===== src/hw/rtl/irpf_pkg.sv =====
package irpf_pkg;

    // Frame header constants.
    localparam logic [7:0] HDR_OPCODE  = 8'h54;
    localparam logic [7:0] HDR_VERSION = 8'h01;
    localparam int         HDR_BYTES   = 10;

    // Reflected CRC-8 polynomial.
    localparam logic [7:0] CRC_POLY = 8'h8C;

    // Shortest code that still makes a frame.
    localparam int MIN_DURATIONS = 5;

    // Result status codes.
    localparam logic [1:0] ST_OK   = 2'd0;
    localparam logic [1:0] ST_FEW  = 2'd1;
    localparam logic [1:0] ST_MANY = 2'd2;
    localparam logic [1:0] ST_OVF  = 2'd3;

    // Configuration register indexes.
    localparam logic REG_CARRIER = 1'b0;

    // One queued duration item.
    typedef struct packed {
        logic [15:0] duration;
        logic        last;
    } t_item;

    // Commands from the sequencer to the dictionary unit.
    typedef struct packed {
        logic cmp;
        logic pick;
        logic clear;
    } t_dict_req;

    // Answer of the dictionary unit during a pick.
    typedef struct packed {
        logic [3:0] nib;
        logic       ovf;
    } t_dict_rsp;

    // Two times match when they differ by at most one.
    function automatic logic near_eq(input logic [15:0] a, input logic [15:0] b);
        logic [16:0] ae;
        logic [16:0] be;
        ae = {1'b0, a};
        be = {1'b0, b};
        return (ae == be) || (ae == be + 17'd1) || (be == ae + 17'd1);
    endfunction

    // One byte of the reflected CRC-8.
    function automatic logic [7:0] crc8_byte(input logic [7:0] crc, input logic [7:0] b);
        logic [7:0] c;
        c = crc ^ b;
        for (int i = 0; i < 8; i++) begin
            c = c[0] ? ((c >> 1) ^ CRC_POLY) : (c >> 1);
        end
        return c;
    endfunction

endpackage


===== src/hw/rtl/irpf_if.sv =====
// Input channel: one duration item per handshake.
interface irpf_in_if;
    logic        valid;
    logic        ready;
    logic [15:0] duration;
    logic        last;

    modport source (output valid, output duration, output last, input ready);
    modport sink (input valid, input duration, input last, output ready);
endinterface

// Output channel: one frame word item per handshake.
interface irpf_out_if;
    logic        valid;
    logic        ready;
    logic [63:0] frame_word;
    logic [3:0]  bytes_valid;
    logic [1:0]  status;
    logic        end_of_frame;

    modport source (output valid, output frame_word, output bytes_valid,
                    output status, output end_of_frame, input ready);
    modport sink (input valid, input frame_word, input bytes_valid,
                  input status, input end_of_frame, output ready);
endinterface


===== src/hw/rtl/ir_pulse_dictionary_framer_core.sv =====
// Channel   | Direction | Payload                                          | Handshake
// i_in      | in        | duration[15:0], last                             | valid/ready
// o_out     | out       | frame_word[63:0], bytes_valid[3:0], status[1:0], | valid/ready
//           |           | end_of_frame                                     |
// APB       | in/out    | carrier_code at byte address 0                   | psel/penable
//
// A duration that opens a pair is taken in the idle state; one that closes a pair
// goes on through the dictionary compare, then the pick or append. The frame is built in a
// CRC pass over the payload and then an output pass over every frame byte; each byte takes
// a fetch state and a take state around the registered read of the index byte memory.
// Reset is synchronous and active low; it empties the input queue and the dictionary.
// The input queue holds two items; an output register holds one result word.
module ir_pulse_dictionary_framer_core #(
    parameter int MAX_PAIRS     = 16,
    parameter int MAX_DURATIONS = 1024,
    parameter int DICT_BYTES    = 64
) (
    input  logic        i_clk,
    input  logic        i_rst_n,
    irpf_in_if.sink     i_in,
    irpf_out_if.source  o_out,
    input  logic        psel,
    input  logic        penable,
    input  logic        pwrite,
    input  logic [2:0]  paddr,
    input  logic [31:0] pwdata,
    output logic [31:0] prdata,
    output logic        pready
);

    logic [7:0]      r_carrier;
    logic            q_valid;
    logic            q_ready;
    irpf_pkg::t_item q_item;

    assign pready = 1'b1;

    // Configuration register.
    always_ff @(posedge i_clk) begin
        if (!i_rst_n) begin
            r_carrier <= 8'd0;
        end else if (psel && penable && pwrite && paddr[2] == irpf_pkg::REG_CARRIER) begin
            r_carrier <= pwdata[7:0];
        end
    end

    assign prdata = (paddr[2] == irpf_pkg::REG_CARRIER) ? {24'd0, r_carrier} : 32'd0;

    irpf_front u_front (
        .i_clk     (i_clk),
        .i_rst_n   (i_rst_n),
        .i_in      (i_in),
        .o_q_valid (q_valid),
        .o_q_item  (q_item),
        .i_q_ready (q_ready)
    );

    irpf_back #(
        .MAX_PAIRS     (MAX_PAIRS),
        .MAX_DURATIONS (MAX_DURATIONS),
        .DICT_BYTES    (DICT_BYTES)
    ) u_back (
        .i_clk     (i_clk),
        .i_rst_n   (i_rst_n),
        .i_q_valid (q_valid),
        .i_q_item  (q_item),
        .o_q_ready (q_ready),
        .i_carrier (r_carrier),
        .o_out     (o_out)
    );

endmodule


===== src/hw/rtl/irpf_front.sv =====
// Front end: takes duration items into a two-entry queue.
module irpf_front (
    input  logic              i_clk,
    input  logic              i_rst_n,
    irpf_in_if.sink           i_in,
    output logic              o_q_valid,
    output irpf_pkg::t_item   o_q_item,
    input  logic              i_q_ready
);

    irpf_pkg::t_item r_q [2];
    logic            r_wp;
    logic            r_rp;
    logic [1:0]      r_cnt;
    logic            push;
    logic            pop;

    assign i_in.ready = (r_cnt != 2'd2);
    assign push       = i_in.valid && i_in.ready;
    assign pop        = o_q_valid && i_q_ready;
    assign o_q_valid  = (r_cnt != 2'd0);
    assign o_q_item   = r_q[r_rp];

    // Queue storage.
    always_ff @(posedge i_clk) begin
        if (push) begin
            r_q[r_wp] <= '{duration: i_in.duration, last: i_in.last};
        end
    end

    // Queue pointers and fill.
    always_ff @(posedge i_clk) begin
        if (!i_rst_n) begin
            r_wp  <= 1'b0;
            r_rp  <= 1'b0;
            r_cnt <= 2'd0;
        end else begin
            if (push) begin
                r_wp <= ~r_wp;
            end
            if (pop) begin
                r_rp <= ~r_rp;
            end
            case ({push, pop})
                2'b10:   r_cnt <= r_cnt + 2'd1;
                2'b01:   r_cnt <= r_cnt - 2'd1;
                default: r_cnt <= r_cnt;
            endcase
        end
    end

endmodule


===== src/hw/rtl/irpf_dict.sv =====
// Dictionary unit: parallel near-match compare, then a priority pick or append.
module irpf_dict #(
    parameter int  MAX_PAIRS = 16,
    localparam int FILL_W    = $clog2(MAX_PAIRS + 1),
    localparam int DIDX_W    = (MAX_PAIRS > 1) ? $clog2(MAX_PAIRS) : 1
) (
    input  logic                  i_clk,
    input  logic                  i_rst_n,
    input  irpf_pkg::t_dict_req   i_req,
    input  logic [15:0]           i_hi,
    input  logic [15:0]           i_lo,
    output irpf_pkg::t_dict_rsp   o_rsp,
    output logic [FILL_W-1:0]     o_fill,
    input  logic [DIDX_W-1:0]     i_rd_idx,
    output logic [31:0]           o_rd_data
);

    logic [31:0]          r_dict [MAX_PAIRS];
    logic [MAX_PAIRS-1:0] r_match;
    logic [FILL_W-1:0]    r_fill;
    logic                 hit;
    logic [3:0]           first;
    logic                 full;

    assign o_fill    = r_fill;
    assign o_rd_data = r_dict[i_rd_idx];
    assign full      = (r_fill == FILL_W'(MAX_PAIRS));
    assign hit       = |r_match;

    // Lowest matching entry wins.
    always_comb begin
        first = 4'd0;
        for (int k = MAX_PAIRS - 1; k >= 0; k--) begin
            if (r_match[k]) begin
                first = 4'(k);
            end
        end
    end

    always_comb begin
        o_rsp.nib = hit ? first : (full ? 4'd0 : 4'(r_fill));
        o_rsp.ovf = i_req.pick && !hit && full;
    end

    // Compare every stored entry against the new pair.
    always_ff @(posedge i_clk) begin
        if (i_req.cmp) begin
            for (int k = 0; k < MAX_PAIRS; k++) begin
                r_match[k] <= (FILL_W'(k) < r_fill) &&
                              irpf_pkg::near_eq(r_dict[k][31:16], i_hi) &&
                              irpf_pkg::near_eq(r_dict[k][15:0], i_lo);
            end
        end
    end

    // Append a new pair when nothing matched and the dictionary is not full.
    always_ff @(posedge i_clk) begin
        if (i_req.pick && !hit && !full) begin
            r_dict[r_fill[DIDX_W-1:0]] <= {i_hi, i_lo};
        end
    end

    always_ff @(posedge i_clk) begin
        if (!i_rst_n) begin
            r_fill <= '0;
        end else if (i_req.clear) begin
            r_fill <= '0;
        end else if (i_req.pick && !hit && !full) begin
            r_fill <= r_fill + FILL_W'(1);
        end
    end

endmodule


===== src/hw/rtl/irpf_back.sv =====
// Back end: pairs durations, keeps index nibbles, and builds the frame.
module irpf_back #(
    parameter int MAX_PAIRS     = 16,
    parameter int MAX_DURATIONS = 1024,
    parameter int DICT_BYTES    = 64
) (
    input  logic            i_clk,
    input  logic            i_rst_n,
    input  logic            i_q_valid,
    input  irpf_pkg::t_item i_q_item,
    output logic            o_q_ready,
    input  logic [7:0]      i_carrier,
    irpf_out_if.source      o_out
);

    localparam int CNT_W      = $clog2(MAX_DURATIONS + 2);
    localparam int PAIR_SLOTS = (MAX_DURATIONS + 1) / 2;
    localparam int PIDX_W     = $clog2(PAIR_SLOTS);
    localparam int PAIRS_W    = $clog2(PAIR_SLOTS + 1);
    localparam int BYTE_SLOTS = (PAIR_SLOTS + 1) / 2;
    localparam int BADDR_W    = $clog2(BYTE_SLOTS);
    localparam int FRAME_MAX  = irpf_pkg::HDR_BYTES + DICT_BYTES + BYTE_SLOTS;
    localparam int POS_W      = $clog2(FRAME_MAX + 1);
    localparam int FILL_W     = $clog2(MAX_PAIRS + 1);
    localparam int DIDX_W     = (MAX_PAIRS > 1) ? $clog2(MAX_PAIRS) : 1;
    localparam int PAY_START  = irpf_pkg::HDR_BYTES;
    localparam int NIB_START  = irpf_pkg::HDR_BYTES + DICT_BYTES;

    localparam logic [3:0] S_IDLE  = 4'd0;
    localparam logic [3:0] S_CMP   = 4'd1;
    localparam logic [3:0] S_PICK  = 4'd2;
    localparam logic [3:0] S_FIN   = 4'd3;
    localparam logic [3:0] S_ERR   = 4'd4;
    localparam logic [3:0] S_FETCH = 4'd5;
    localparam logic [3:0] S_TAKE  = 4'd6;
    localparam logic [3:0] S_CLR   = 4'd7;

    logic [3:0]         r_state;
    logic [CNT_W-1:0]   r_cnt;
    logic [15:0]        r_pend;
    logic               r_many;
    logic               r_ovf;
    logic               r_last;
    logic               r_padded;
    logic [PIDX_W-1:0]  r_pidx;
    logic [3:0]         r_hold;
    logic [15:0]        r_op_hi;
    logic [15:0]        r_op_lo;
    logic [1:0]         r_status;
    logic [7:0]         r_crc;
    logic [POS_W-1:0]   r_pos;
    logic [POS_W-1:0]   r_len;
    logic [PAIRS_W-1:0] r_pairs;
    logic               r_emit;
    logic [7:0]         r_hb;
    logic               r_is_mem;
    logic [63:0]        r_word;
    logic [2:0]         r_wpos;
    logic [7:0]         r_mem [BYTE_SLOTS];
    logic [7:0]         r_rd;

    logic               r_ov;
    logic [63:0]        r_ow;
    logic [3:0]         r_onb;
    logic [1:0]         r_ost;
    logic               r_oeof;

    irpf_pkg::t_dict_req dreq;
    irpf_pkg::t_dict_rsp drsp;
    logic [FILL_W-1:0]   dfill;
    logic [DIDX_W-1:0]   drd_idx;
    logic [31:0]         drd_data;

    logic               out_free;
    logic               out_load;
    logic [CNT_W-1:0]   cnt_inc;
    logic [CNT_W:0]     cnt_p1;
    logic [PAIRS_W-1:0] fin_pairs;
    logic [PAIRS_W-1:0] fin_dbytes;
    logic [1:0]         fin_status;
    logic               mem_we;
    logic [BADDR_W-1:0] mem_waddr;
    logic [7:0]         mem_wdata;
    logic [BADDR_W-1:0] mem_raddr;
    logic [POS_W-1:0]   dict_k;
    logic [POS_W-1:0]   dict_e;
    logic [7:0]         fetch_byte;
    logic               fetch_mem;
    logic [7:0]         take_byte;
    logic [63:0]        word_next;
    logic               at_end;
    logic [15:0]        len16;
    logic [15:0]        pairs16;

    irpf_dict #(.MAX_PAIRS(MAX_PAIRS)) u_dict (
        .i_clk     (i_clk),
        .i_rst_n   (i_rst_n),
        .i_req     (dreq),
        .i_hi      (r_op_hi),
        .i_lo      (r_op_lo),
        .o_rsp     (drsp),
        .o_fill    (dfill),
        .i_rd_idx  (drd_idx),
        .o_rd_data (drd_data)
    );

    assign o_q_ready         = (r_state == S_IDLE);
    assign out_free          = !r_ov || o_out.ready;
    assign o_out.valid       = r_ov;
    assign o_out.frame_word  = r_ow;
    assign o_out.bytes_valid = r_onb;
    assign o_out.status      = r_ost;
    assign o_out.end_of_frame = r_oeof;

    assign dreq.cmp   = (r_state == S_CMP);
    assign dreq.pick  = (r_state == S_PICK);
    assign dreq.clear = (r_state == S_CLR);

    assign cnt_inc    = r_cnt + CNT_W'(1);
    assign cnt_p1     = {1'b0, r_cnt} + (CNT_W + 1)'(1);
    assign fin_pairs  = PAIRS_W'(cnt_p1 >> 1);
    assign fin_dbytes = PAIRS_W'(({1'b0, fin_pairs} + (PAIRS_W + 1)'(1)) >> 1);

    // A result item is loaded into the output register in these cycles.
    assign out_load = out_free &&
                      ((r_state == S_ERR) ||
                       (r_state == S_TAKE && r_emit && (r_wpos == 3'd7 || at_end)));

    // Status with too many first, then too few, then overflow.
    always_comb begin
        if (r_many) begin
            fin_status = irpf_pkg::ST_MANY;
        end else if (r_cnt < CNT_W'(irpf_pkg::MIN_DURATIONS)) begin
            fin_status = irpf_pkg::ST_FEW;
        end else if (r_ovf) begin
            fin_status = irpf_pkg::ST_OVF;
        end else begin
            fin_status = irpf_pkg::ST_OK;
        end
    end

    // Index bytes are written once both nibbles are known, or padded at the end.
    always_comb begin
        mem_we    = 1'b0;
        mem_waddr = BADDR_W'(r_pidx >> 1);
        mem_wdata = {r_hold, drsp.nib};
        if (r_state == S_PICK && r_pidx[0]) begin
            mem_we = 1'b1;
        end else if (r_state == S_FIN && !(!r_many && r_cnt[0] && !r_padded) &&
                     fin_status == irpf_pkg::ST_OK && fin_pairs[0]) begin
            mem_we    = 1'b1;
            mem_waddr = BADDR_W'((fin_pairs - PAIRS_W'(1)) >> 1);
            mem_wdata = {r_hold, 4'd0};
        end
    end

    always_ff @(posedge i_clk) begin
        if (mem_we) begin
            r_mem[mem_waddr] <= mem_wdata;
        end
        r_rd <= r_mem[mem_raddr];
    end

    // Byte source for the current frame position.
    assign len16     = 16'(r_len);
    assign pairs16   = 16'(r_pairs);
    assign dict_k    = r_pos - POS_W'(PAY_START);
    assign dict_e    = dict_k >> 2;
    assign drd_idx   = DIDX_W'(dict_e);
    assign mem_raddr = BADDR_W'(r_pos - POS_W'(NIB_START));

    always_comb begin
        fetch_byte = 8'd0;
        fetch_mem  = 1'b0;
        if (r_pos < POS_W'(PAY_START)) begin
            case (r_pos)
                POS_W'(0): fetch_byte = irpf_pkg::HDR_OPCODE;
                POS_W'(1): fetch_byte = len16[15:8];
                POS_W'(2): fetch_byte = len16[7:0];
                POS_W'(3): fetch_byte = i_carrier;
                POS_W'(4): fetch_byte = pairs16[15:8];
                POS_W'(5): fetch_byte = pairs16[7:0];
                POS_W'(8): fetch_byte = irpf_pkg::HDR_VERSION;
                POS_W'(9): fetch_byte = r_crc;
                default:   fetch_byte = 8'd0;
            endcase
        end else if (r_pos < POS_W'(NIB_START)) begin
            if (dict_e < POS_W'(dfill)) begin
                case (dict_k[1:0])
                    2'd0:    fetch_byte = drd_data[31:24];
                    2'd1:    fetch_byte = drd_data[23:16];
                    2'd2:    fetch_byte = drd_data[15:8];
                    default: fetch_byte = drd_data[7:0];
                endcase
            end
        end else begin
            fetch_mem = 1'b1;
        end
    end

    assign take_byte = r_is_mem ? r_rd : r_hb;
    assign at_end    = (r_pos == r_len - POS_W'(1));

    always_comb begin
        word_next = r_word;
        word_next[{~r_wpos, 3'b000} +: 8] = take_byte;
    end

    // Output valid: set on a load, cleared once the item is taken.
    always_ff @(posedge i_clk) begin
        if (!i_rst_n) begin
            r_ov <= 1'b0;
        end else if (out_load) begin
            r_ov <= 1'b1;
        end else if (o_out.ready) begin
            r_ov <= 1'b0;
        end
    end

    // Sequencer.
    always_ff @(posedge i_clk) begin
        if (!i_rst_n) begin
            r_state  <= S_IDLE;
            r_cnt    <= '0;
            r_pend   <= 16'd0;
            r_many   <= 1'b0;
            r_ovf    <= 1'b0;
            r_padded <= 1'b0;
            r_last   <= 1'b0;
            r_emit   <= 1'b0;
        end else begin
            unique case (r_state)
                S_IDLE: begin
                    if (i_q_valid) begin
                        if (r_cnt < CNT_W'(MAX_DURATIONS)) begin
                            r_cnt <= cnt_inc;
                            if (cnt_inc[0]) begin
                                r_pend <= i_q_item.duration;
                                if (i_q_item.last) begin
                                    r_state <= S_FIN;
                                end
                            end else begin
                                r_op_hi <= r_pend;
                                r_op_lo <= i_q_item.duration;
                                r_pidx  <= PIDX_W'((cnt_inc - CNT_W'(1)) >> 1);
                                r_last  <= i_q_item.last;
                                r_state <= S_CMP;
                            end
                        end else begin
                            r_cnt  <= CNT_W'(MAX_DURATIONS + 1);
                            r_many <= 1'b1;
                            if (i_q_item.last) begin
                                r_state <= S_FIN;
                            end
                        end
                    end
                end
                S_CMP: begin
                    r_state <= S_PICK;
                end
                S_PICK: begin
                    if (!r_pidx[0]) begin
                        r_hold <= drsp.nib;
                    end
                    if (drsp.ovf) begin
                        r_ovf <= 1'b1;
                    end
                    r_state <= r_last ? S_FIN : S_IDLE;
                end
                S_FIN: begin
                    if (!r_many && r_cnt[0] && !r_padded) begin
                        // Odd count: the final high time pairs with a zero low time.
                        r_op_hi  <= r_pend;
                        r_op_lo  <= 16'd0;
                        r_pidx   <= PIDX_W'((r_cnt - CNT_W'(1)) >> 1);
                        r_padded <= 1'b1;
                        r_last   <= 1'b1;
                        r_state  <= S_CMP;
                    end else if (fin_status != irpf_pkg::ST_OK) begin
                        r_status <= fin_status;
                        r_state  <= S_ERR;
                    end else begin
                        r_pairs <= fin_pairs;
                        r_len   <= POS_W'(NIB_START) + POS_W'(fin_dbytes);
                        r_pos   <= POS_W'(PAY_START);
                        r_crc   <= 8'd0;
                        r_emit  <= 1'b0;
                        r_state <= S_FETCH;
                    end
                end
                S_ERR: begin
                    if (out_free) begin
                        r_ow    <= 64'd0;
                        r_onb   <= 4'd0;
                        r_ost   <= r_status;
                        r_oeof  <= 1'b1;
                        r_state <= S_CLR;
                    end
                end
                S_FETCH: begin
                    r_hb     <= fetch_byte;
                    r_is_mem <= fetch_mem;
                    r_state  <= S_TAKE;
                end
                S_TAKE: begin
                    if (!r_emit) begin
                        // First pass: CRC over the payload.
                        r_crc <= irpf_pkg::crc8_byte(r_crc, take_byte);
                        if (at_end) begin
                            r_emit <= 1'b1;
                            r_pos  <= '0;
                            r_wpos <= 3'd0;
                            r_word <= 64'd0;
                        end else begin
                            r_pos <= r_pos + POS_W'(1);
                        end
                        r_state <= S_FETCH;
                    end else if (r_wpos == 3'd7 || at_end) begin
                        if (out_free) begin
                            r_ow   <= word_next;
                            r_onb  <= {1'b0, r_wpos} + 4'd1;
                            r_ost  <= irpf_pkg::ST_OK;
                            r_oeof <= at_end;
                            r_word <= 64'd0;
                            r_wpos <= 3'd0;
                            if (at_end) begin
                                r_state <= S_CLR;
                            end else begin
                                r_pos   <= r_pos + POS_W'(1);
                                r_state <= S_FETCH;
                            end
                        end
                    end else begin
                        r_word  <= word_next;
                        r_wpos  <= r_wpos + 3'd1;
                        r_pos   <= r_pos + POS_W'(1);
                        r_state <= S_FETCH;
                    end
                end
                S_CLR: begin
                    r_cnt    <= '0;
                    r_pend   <= 16'd0;
                    r_many   <= 1'b0;
                    r_ovf    <= 1'b0;
                    r_padded <= 1'b0;
                    r_state  <= S_IDLE;
                end
                default: begin
                    r_state <= S_IDLE;
                end
            endcase
        end
    end

endmodule


===== src/flat_wrapper.sv =====
// flat-port wrapper written by rule: the top's interface ports become plain ports
module ir_pulse_dictionary_framer_core_flat 
#(
    parameter int MAX_PAIRS     = 16,
    parameter int MAX_DURATIONS = 1024,
    parameter int DICT_BYTES    = 64
)
  (i_clk, i_rst_n, psel, penable, pwrite, paddr, pwdata, prdata, pready, i_in_valid, i_in_duration, i_in_last, i_in_ready, o_out_valid, o_out_frame_word, o_out_bytes_valid, o_out_status, o_out_end_of_frame, o_out_ready);
  irpf_in_if i_in_i ();
  irpf_out_if o_out_i ();
  input  logic i_clk;
  input  logic i_rst_n;
  input  logic psel;
  input  logic penable;
  input  logic pwrite;
  input  logic [2:0] paddr;
  input  logic [31:0] pwdata;
  output logic [31:0] prdata;
  output logic pready;
  input wire logic [$bits(i_in_i.valid)-1:0] i_in_valid;
  input wire logic [$bits(i_in_i.duration)-1:0] i_in_duration;
  input wire logic [$bits(i_in_i.last)-1:0] i_in_last;
  output wire logic [$bits(i_in_i.ready)-1:0] i_in_ready;
  output wire logic [$bits(o_out_i.valid)-1:0] o_out_valid;
  output wire logic [$bits(o_out_i.frame_word)-1:0] o_out_frame_word;
  output wire logic [$bits(o_out_i.bytes_valid)-1:0] o_out_bytes_valid;
  output wire logic [$bits(o_out_i.status)-1:0] o_out_status;
  output wire logic [$bits(o_out_i.end_of_frame)-1:0] o_out_end_of_frame;
  input wire logic [$bits(o_out_i.ready)-1:0] o_out_ready;
  assign i_in_i.valid = i_in_valid;
  assign i_in_i.duration = i_in_duration;
  assign i_in_i.last = i_in_last;
  assign i_in_ready = i_in_i.ready;
  assign o_out_valid = o_out_i.valid;
  assign o_out_frame_word = o_out_i.frame_word;
  assign o_out_bytes_valid = o_out_i.bytes_valid;
  assign o_out_status = o_out_i.status;
  assign o_out_end_of_frame = o_out_i.end_of_frame;
  assign o_out_i.ready = o_out_ready;
  ir_pulse_dictionary_framer_core #(.MAX_PAIRS(MAX_PAIRS), .MAX_DURATIONS(MAX_DURATIONS), .DICT_BYTES(DICT_BYTES)) u_core (.i_clk(i_clk), .i_rst_n(i_rst_n), .i_in(i_in_i), .o_out(o_out_i), .psel(psel), .penable(penable), .pwrite(pwrite), .paddr(paddr), .pwdata(pwdata), .prdata(prdata), .pready(pready));
endmodule

===== config.mk =====
export PLATFORM = sky130hd
export DESIGN_NAME = ir_pulse_dictionary_framer_core_flat
export DESIGN_NICKNAME = d
export VERILOG_FILES = /design/src/hw/rtl/irpf_pkg.sv /design/src/hw/rtl/irpf_if.sv /design/src/hw/rtl/ir_pulse_dictionary_framer_core.sv /design/src/hw/rtl/irpf_front.sv /design/src/hw/rtl/irpf_dict.sv /design/src/hw/rtl/irpf_back.sv /design/src/flat_wrapper.sv
export SDC_FILE = /design/constraint.sdc
export NUM_CORES = 2
export LEC_CHECK = 0
export BUFFER_PORTS_ARGS = -buffer_cell sky130_fd_sc_hd__buf_2
export CAP_MARGIN = 10
export CELL_PAD_IN_SITES_DETAIL_PLACEMENT = 0
export CELL_PAD_IN_SITES_GLOBAL_PLACEMENT = 2
export CORE_MARGIN = 1
export CORE_UTILIZATION = 50
export DETAILED_ROUTE_END_ITERATION = 6
export PLACE_DENSITY_LB_ADDON = 0.1
export SYNTH_ARGS = -nofsm -noshare
export SYNTH_HDL_FRONTEND = slang
export SYNTH_SLANG_ARGS = --single-unit

===== constraint.sdc =====
create_clock -name i_clk -period 15.1 [get_ports i_clk]
set_input_delay 0.755 -clock i_clk [delete_from_list [all_inputs] [get_ports i_clk]]
set_output_delay 0.755 -clock i_clk [all_outputs]
set_load 0.02 [all_outputs]

# Word level (Yosys, flattened, before mapping)
# Memories as Yosys holds them, arrays and structs flattened. A register that Yosys moved wholly into a read port is not among the register bits.
# Cells that the tools add are included.
[word_totals]
ramBits = 2594
out_inout_bits = 106
n_memories = 3
input_bits = 59
reg_bits = 300
[classes]
n_reduce_logical = 156
eq_ne = 135
shifts = 2
add_sub_neg = 51
n_bitwise = 17
mux = 145
magnitude_cmp = 21
[memory_table]
columns = ["name", "depth", "width", "read_ports", "rd_ports_with_merged_regs", "wr", "line_no", "source"]
rows = [
  ["u_core.u_back.r_mem", 256, 8, 1, 1, 1, "irpf_back.sv:59", "logic [7:0] r_mem [BYTE_SLOTS];"],
  ["u_core.u_back.u_dict.r_dict", 16, 32, 17, 0, 1, "irpf_dict.sv:18", "logic [31:0] r_dict [MAX_PAIRS];"],
  ["u_core.u_front.r_q", 2, 17, 1, 1, 1, "irpf_front.sv:11", "irpf_pkg::t_item r_q [2];"],
]
[op_table]
columns = ["cell", "count"]
rows = [
  ["equality test 16 x 17 -> 1 bit", 64],
  ["adder 16 x 1 -> 17 bit (second input constant)", 34],
  ["equality test 16 bit", 32],
  ["2-to-1 mux 64 bit", 7],
  ["2-to-1 mux 16 bit", 11],
  ["2-to-1 mux 8 bit", 18],
  ["2-to-1 mux 4 bit", 32],
  ["one-hot mux 64 bit (2 select lines)", 1],
  ["2-to-1 mux 9 bit", 11],
  ["one-hot mux 16 bit (2 select lines)", 3],
  ["logical OR 1 bit", 67],
  ["bitwise mux 64 bit", 1],
  ["one-hot mux 8 bit (8 select lines)", 1],
  ["variable shift 8 x 8 -> 64 bit (first input constant)", 1],
  ["indexed part select 8 x 8 -> 64 bit", 1],
  ["logical AND 1 bit", 49],
  ["< comparator 4 x 5 -> 1 bit (first input constant)", 8],
  ["one-hot mux 9 bit (2 select lines)", 2],
  ["2-to-1 mux 1 bit", 29],
  ["one-hot mux 4 bit (7 select lines)", 1],
  ["inequality test 2 bit (second input constant)", 13],
  ["NOT 2 -> 3 bit", 8],
  ["one-hot mux 8 bit (3 select lines)", 1],
  ["adder 11 x 1 -> 11 bit (second input constant)", 2],
  ["59 further kinds", 130],
]

# Depth between registers and ports, before layout
[logic_depth]
word_depth = 20
ltp_mapped = 17
mapped_depth_nobuf = 12

# Modules after synthesis
# From an unflattened synthesis, not the netlist that was laid out.
[unflattened]
cells_unflattened = 10137
hier_area_um2 = 142347.8
[modules_own_cells]
columns = ["mod", "area_per_inst_um2", "instances", "cells_each"]
rows = [
  ["irpf_back", 92995.4, 1, 5049],
  ["irpf_dict", 47297.9, 1, 4940],
  ["irpf_front", 1457.6, 1, 77],
  ["ir_pulse_dictionary_framer_core", 596.8, 1, 71],
]

# Least setup slack after synthesis
# Ideal clock, no wire load.
[synth_timing]
path_type = "reg2reg"
from = "register u_core.u_back.r_cnt[7]"
to = "memory u_core.u_back.r_mem[0][0], data pin"
t_arrival_ns = 8.834
path_stages_with_launch = 10
required_time_ns = 13.512
setup_ns = 1.588
path_buffers = 3
synth_period_minus_slack_ns = 10.421
path_slack_ns = 4.679
path_cell_list = "dfxtp_1 -> buf_2 -> nor4_1 -> and3_1 -> nor4b_4 -> and2_1 -> buf_4 -> buf_4 -> or4_1 -> o22ai_1"
[synth_between]
elab_chain_len = 8
[synth_lines]
columns = ["item", "line_no", "source"]
rows = [
  ["from (decl)", "irpf_back.sv:39", "logic [CNT_W-1:0] r_cnt;"],
  ["from (signal assigned)", "irpf_back.sv:236", "r_cnt <= cnt_inc;"],
  ["from (signal assigned)", "irpf_back.sv:250", "r_cnt <= CNT_W'(MAX_DURATIONS + 1);"],
  ["< comparator 11 x 3 -> 1 bit", "irpf_back.sv:133", "end else if (r_cnt < CNT_W'(irpf_pkg::MIN_DURATIONS)) begin"],
  ["2-to-1 mux 2 bit", "irpf_back.sv:133", ""],
  ["2-to-1 mux 2 bit", "irpf_back.sv:131", "if (r_many) begin"],
  ["logical NOT 2 bit", "irpf_back.sv:150", "fin_status == irpf_pkg::ST_OK && fin_pairs[0]) begin"],
  ["logical AND 1 bit", "irpf_back.sv:149", "end else if (r_state == S_FIN && !(!r_many && r_cnt[0] && !r_padded) &&"],
  ["logical AND 1 bit", "irpf_back.sv:150", ""],
  ["2-to-1 mux 4 bit", "irpf_back.sv:149", ""],
  ["2-to-1 mux 4 bit", "irpf_back.sv:147", "if (r_state == S_PICK && r_pidx[0]) begin"],
  ["via u_core.u_back.mem_wdata[0]", "irpf_back.sv:83", "logic [7:0] mem_wdata;"],
  ["to (decl)", "irpf_back.sv:59", ""],
]
# The timed path passes the listed nets, and every way through them passes these cells.

# Final worst setup path
[layout_timing]
from = "register u_core.u_back.r_op_hi[2]"
to = "register u_core.u_back.u_dict.r_match[3], data pin"
[layout_between]
elab_chain_len = 6
[layout_lines]
columns = ["item", "line_no", "source"]
rows = [
  ["from (decl)", "irpf_back.sv:47", "logic [15:0] r_op_hi;"],
  ["from (signal assigned)", "irpf_back.sv:243", "r_op_hi <= r_pend;"],
  ["from (signal assigned)", "irpf_back.sv:273", "r_op_hi <= r_pend;"],
  ["adder 16 x 1 -> 17 bit", "irpf_pkg.sv:48", "return (ae == be) || (ae == be + 17'd1) || (be == ae + 17'd1);"],
  ["equality test 16 x 17 -> 1 bit", "irpf_pkg.sv:48", ""],
  ["logical OR 1 bit", "irpf_pkg.sv:48", ""],
  ["logical OR 1 bit *", "irpf_pkg.sv:48", ""],
  ["logical AND 1 bit *", "irpf_dict.sv:49", "r_match[k] <= (FILL_W'(k) < r_fill) &&"],
  ["logical AND 1 bit *", "irpf_dict.sv:50", "irpf_pkg::near_eq(r_dict[k][31:16], i_hi) &&"],
  ["to (signal, indexed assignment)", "irpf_dict.sv:49", ""],
  ["to (decl)", "irpf_dict.sv:19", "logic [MAX_PAIRS-1:0] r_match;"],
]
# Every way passes the cells marked *; elsewhere a longest branch is shown, timed or not.
# A chain may end at the register's enable or synchronous reset.

==> run_results.csv <==
group,metric,value,unit
outcome,status,"completed",
clock_network,clk_slew_on_worst_s_h_paths,0.06,ns
clock_network,tritoncts_clock_tree,"done",
synth,ys_top_cells_by_count,"edfxtp_1 (2,840), nor2_1 (795), nand2_1 (757)",
setup_path,worstPathRequired,15.66,ns
sta,timing.final.crit_share,40.69,%
synth,post_synth.cell_area_avg,14.00,um^2
layout,final_layout_size_suffix_gt1_share,16.28,%
setup_path,r2r_cells,11,
hold_path,worstHoldStart,"i_in_duration[3]",
setup_path,crit_path_max_fanout,43,
synth,synth-seq-cells,2903,
setup_path,worst_path_max_delay_cell,"nor2_2",
sta,setup_viol,0,
sta,slew_violations,0,
grt,antenna_found_initial,27,
synth,fraction_of_the_yosys_area_taken_by_sequential_cells,60.99,%
clock_network,clk-insertion-delay-late,0.93,ns
die,boundaryPins,165,
setup_path,reg_to_reg_endpoint,"u_core.u_back.u_dict.r_match[3]",
synth,synthesis.instances,10140,
grt,grt_use_met1,44.66,%
synth,synth.most_common_cell,"edfxtp_1",
grt,grt_overflow,0,
setup_path,cp.buffers_inverters,4,
routing,dr.first_iter.drc_count,10760,
setup_path,cell_type_with_the_highest_occurrence_count_on_the_critical_path,"buf_4",
setup_path,reg2reg_slack,8.96,ns
layout,area_growth_syn_to_layout,10.63,%
placement,post-dp-hpwl,307700,um
sta,holdWs,0.06268,ns
placement,number_of_port_buffers,113,
power_and_ir_drop,ir_drop,130.3,uV
synth,yosys_warnings,0,
routing,vias_per_cell,6.471,
sta,setup_total_neg_slack,0,ns
routing,drcViolationCount,0,
routing,post_route_antenna_net_violation_count,0,
synth,synth_cell_type_count,103,
die,floorplan.core_area,282300,um^2
hold_path,hold_end,"u_core.u_front.r_q[1][4]",
grt,global_route_wire_length_before_repair,665100,um
grt,grt_pass1_vias,88160,
power_and_ir_drop,power.static_leakage,49.31,nW
setup_path,critPathCaptureType,"flop",
grt,grt_use_total,32.61,%
sta,rsz0062_at_grt,"no",
hold_path,worstHoldPathType,"primary input to flop",
sta,timing.slew.headroom,12.15,%
power_and_ir_drop,power.density,110.1,nW/um^2
sta,worst_clock_skew_on_the_final_layout,0.05841,ns
setup_path,critPathKind,"flop to flop",
die,die_y_extent,534.7,um
sta,least_margin_pin_slew,1.308,ns
grt,use_met3,4.465,%
synth,syn_area,141900,um^2
synth,synth.top_cells.by_area,"edfxtp_1 (60%), mux4_2 (11%), xnor2_1 (4.5%)",
flow_run,cap_violations,0,
clock_network,htreeDepth,5,
clock_network,total_clock_buffers_created_by_cts,321,
synth,async_flop_share,0,%
die,design.die.area,285900,um^2
synth,synth_top_flop_cell,"edfxtp_1",
grt,top_usage_layer,"met2",
grt,met2_usage,51.65,%
routing,drt_pass1_iterations,6,
synth,yosysTopAreaCellShare,60.10,%
routing,detail_route.wl_per_cell,33.37,um
sta,report.final.hold_viol_count,0,
sta,fmaxAchievable,0.1628,GHz
die,placement_rows,195,
routing,totalWireLength,471600,um
layout,design.final.nets,10230,
clock_network,clock-root-buffer,"clkbuf_16",
clock_network,tritoncts_num_sinks,2903,
setup_path,critical_path.top_delay_family,"buffers and inverters",
setup_path,cp_data_arrival_time,6.70,ns
setup_path,critPathLaunchType,"flop",
setup_path,cp_cell_sequence,"buf_4 -> buf_4 -> nand3_4 -> nor2_2 -> buf_4 -> xnor2_1 -> buf_4 -> o21ai_0 -> nor4_1 -> a31oi_1 -> a211oi_1",
die,fp.dieW,534.7,um
clock_network,max-clock-path-buffers,4,
setup_path,regToRegStartpoint,"u_core.u_back.r_op_hi[2]",
sta,period_needed,6.144,ns
hold_path,holdPathStages,1,
routing,via_count,91440,
placement,gp_congestion,0.9733,
synth,synth-edff-count,2840,
die,initial_utilization,50.27,%
setup_path,max_stage_delay,1.00,ns
grt,grt_max_degree,205,
clock_network,cts-resized-gates,0,
synth,synth_area_leader,"edfxtp_1",
## sequential cells by signal, summed over array words and instances, names as in the netlist, 3 cells and up, named ones only
register                         flops
u_core.u_back.r_op_lo               16
u_core.u_back.u_dict.r_match        16
u_core.u_back.r_pend                16
u_core.u_back.u_dict.o_fill          5
u_core.u_back.o_out.frame_word      64
u_core.u_back.r_state                4
u_core.u_back.r_hb                   8
u_core.u_back.r_mem               2048
u_core.u_back.o_out.bytes_valid      4
u_core.u_back.r_wpos                 3
u_core.u_front.r_q                  34
u_core.u_back.r_pairs               10
u_core.u_back.r_pos                  9
u_core.u_back.r_hold                 4
u_core.u_back.r_word                64
u_core.u_back.r_crc                  8
u_core.u_back.r_op_hi               16
u_core.r_carrier                     8
u_core.u_back.r_len                  9
u_core.u_back.r_rd                   8
u_core.u_back.u_dict.r_dict        512
u_core.u_back.r_cnt                 11
u_core.u_back.r_pidx                 9
## kinds of logic after synthesis
logic type | count (synthesis) | synth area share [%]
buffers and inverters | 843 | 2.475
other | 2 | 0.005293
and+or+nand+nor | 3119 | 10.85
xor gates and xnor gates | 1274 | 7.927
DFF | 2903 | 60.99
muxes | 834 | 12.18
adders and majority gates | 59 | 0.5202
AOI/OAI and AO/OA | 1101 | 5.053
## cells in the final DEF, fill, tap and decap left out, types with 62 or more instances in the layout
master / n
a21oi_1: 256
a31oi_1: 117
and3_1: 73
buf_2: 113
buf_4: 215
clkbuf_1: 62
clkbuf_16: 323
clkinv_1: 75
dfxtp_1: 63
edfxtp_1: 2840
inv_1: 121
mux2i_1: 92
mux4_2: 711
nand2_1: 740
nand3_1: 382
nand4_1: 223
nor2_1: 778
nor2b_1: 68
nor3_1: 228
nor4_1: 177
o211ai_1: 63
o21ai_0: 251
xnor2_1: 725
xor2_1: 535
## through the flow
| step | power (mW) | cells | setup slack (ns) | utilization (%) | instance area [um^2] |
|---|---|---|---|---|---|
| after floorplan | 9.446 | 10160 | 4.679 | - | 142000 |
| after global placement | 9.666 | 13530 | 9.232 | 51.91 | 146500 |
| after detailed placement | 9.675 | 13530 | 9.207 | 51.91 | 146500 |
| after CTS | 17.37 | 14120 | 9.174 | 55.58 | 156900 |
| after global routing | 17.69 | 14130 | 8.972 | 55.60 | 157000 |
| final | 17.28 | 14130 | 8.956 | 55.61 | 157000 |
## report_power, final
group / internal, mW / leakage [nW] / total (mW) / switching, mW
combinational: 0.193 / 18.3 / 0.646 / 0.454
clock: 4.45 / 5.03 / 7.77 / 3.31
sequential: 8.83 / 25.9 / 8.87 / 0.0411
total: 13.5 / 49.3 / 17.3 / 3.81
## cell type report
type	instances	area, um^2
Fill cell	22530	125300
Sequential cell	2903	86540
Multi-Input combinational cell	6413	52380
Clock buffer	390	8384
Tap cell	3743	4683
Timing Repair Buffer	344	2487
Clock inverter	196	1968
Inverter	132	505.5
Antenna cell	11	27.53
## worst max path at each step
stage / from / endpoint / slack [ns] / cells after the start
after global placement: u_core.u_back.r_op_hi[2] / u_core.u_back.u_dict.r_match[3] / 9.23 / 11
after CTS: u_core.u_back.r_op_hi[2] / u_core.u_back.u_dict.r_match[3] / 9.17 / 11
after detailed placement: u_core.u_back.r_state[1] / u_core.u_back.r_mem[228][4] / 9.21 / 8
after floorplan: u_core.u_back.r_cnt[7] / u_core.u_back.r_mem[0][0] / 4.68 / 9
final: u_core.u_back.r_op_hi[2] / u_core.u_back.u_dict.r_match[3] / 8.96 / 11
after global routing: u_core.u_back.r_state[1] / u_core.u_back.r_mem[228][5] / 8.97 / 8
## repair_timing
action	in CTS	in global routing
setup buffers	0	0
hold buffers	2	0
hold endpoints to repair	3	0
## layer usage
layer / vias to the layer above / routed length (um)
li1: 39000 / -
met5: - / 56
met1: 47080 / 188700
met4: 8 / 25300
met3: 911 / 35730
met2: 4446 / 221800
Power figures use the tool's default switching activity.
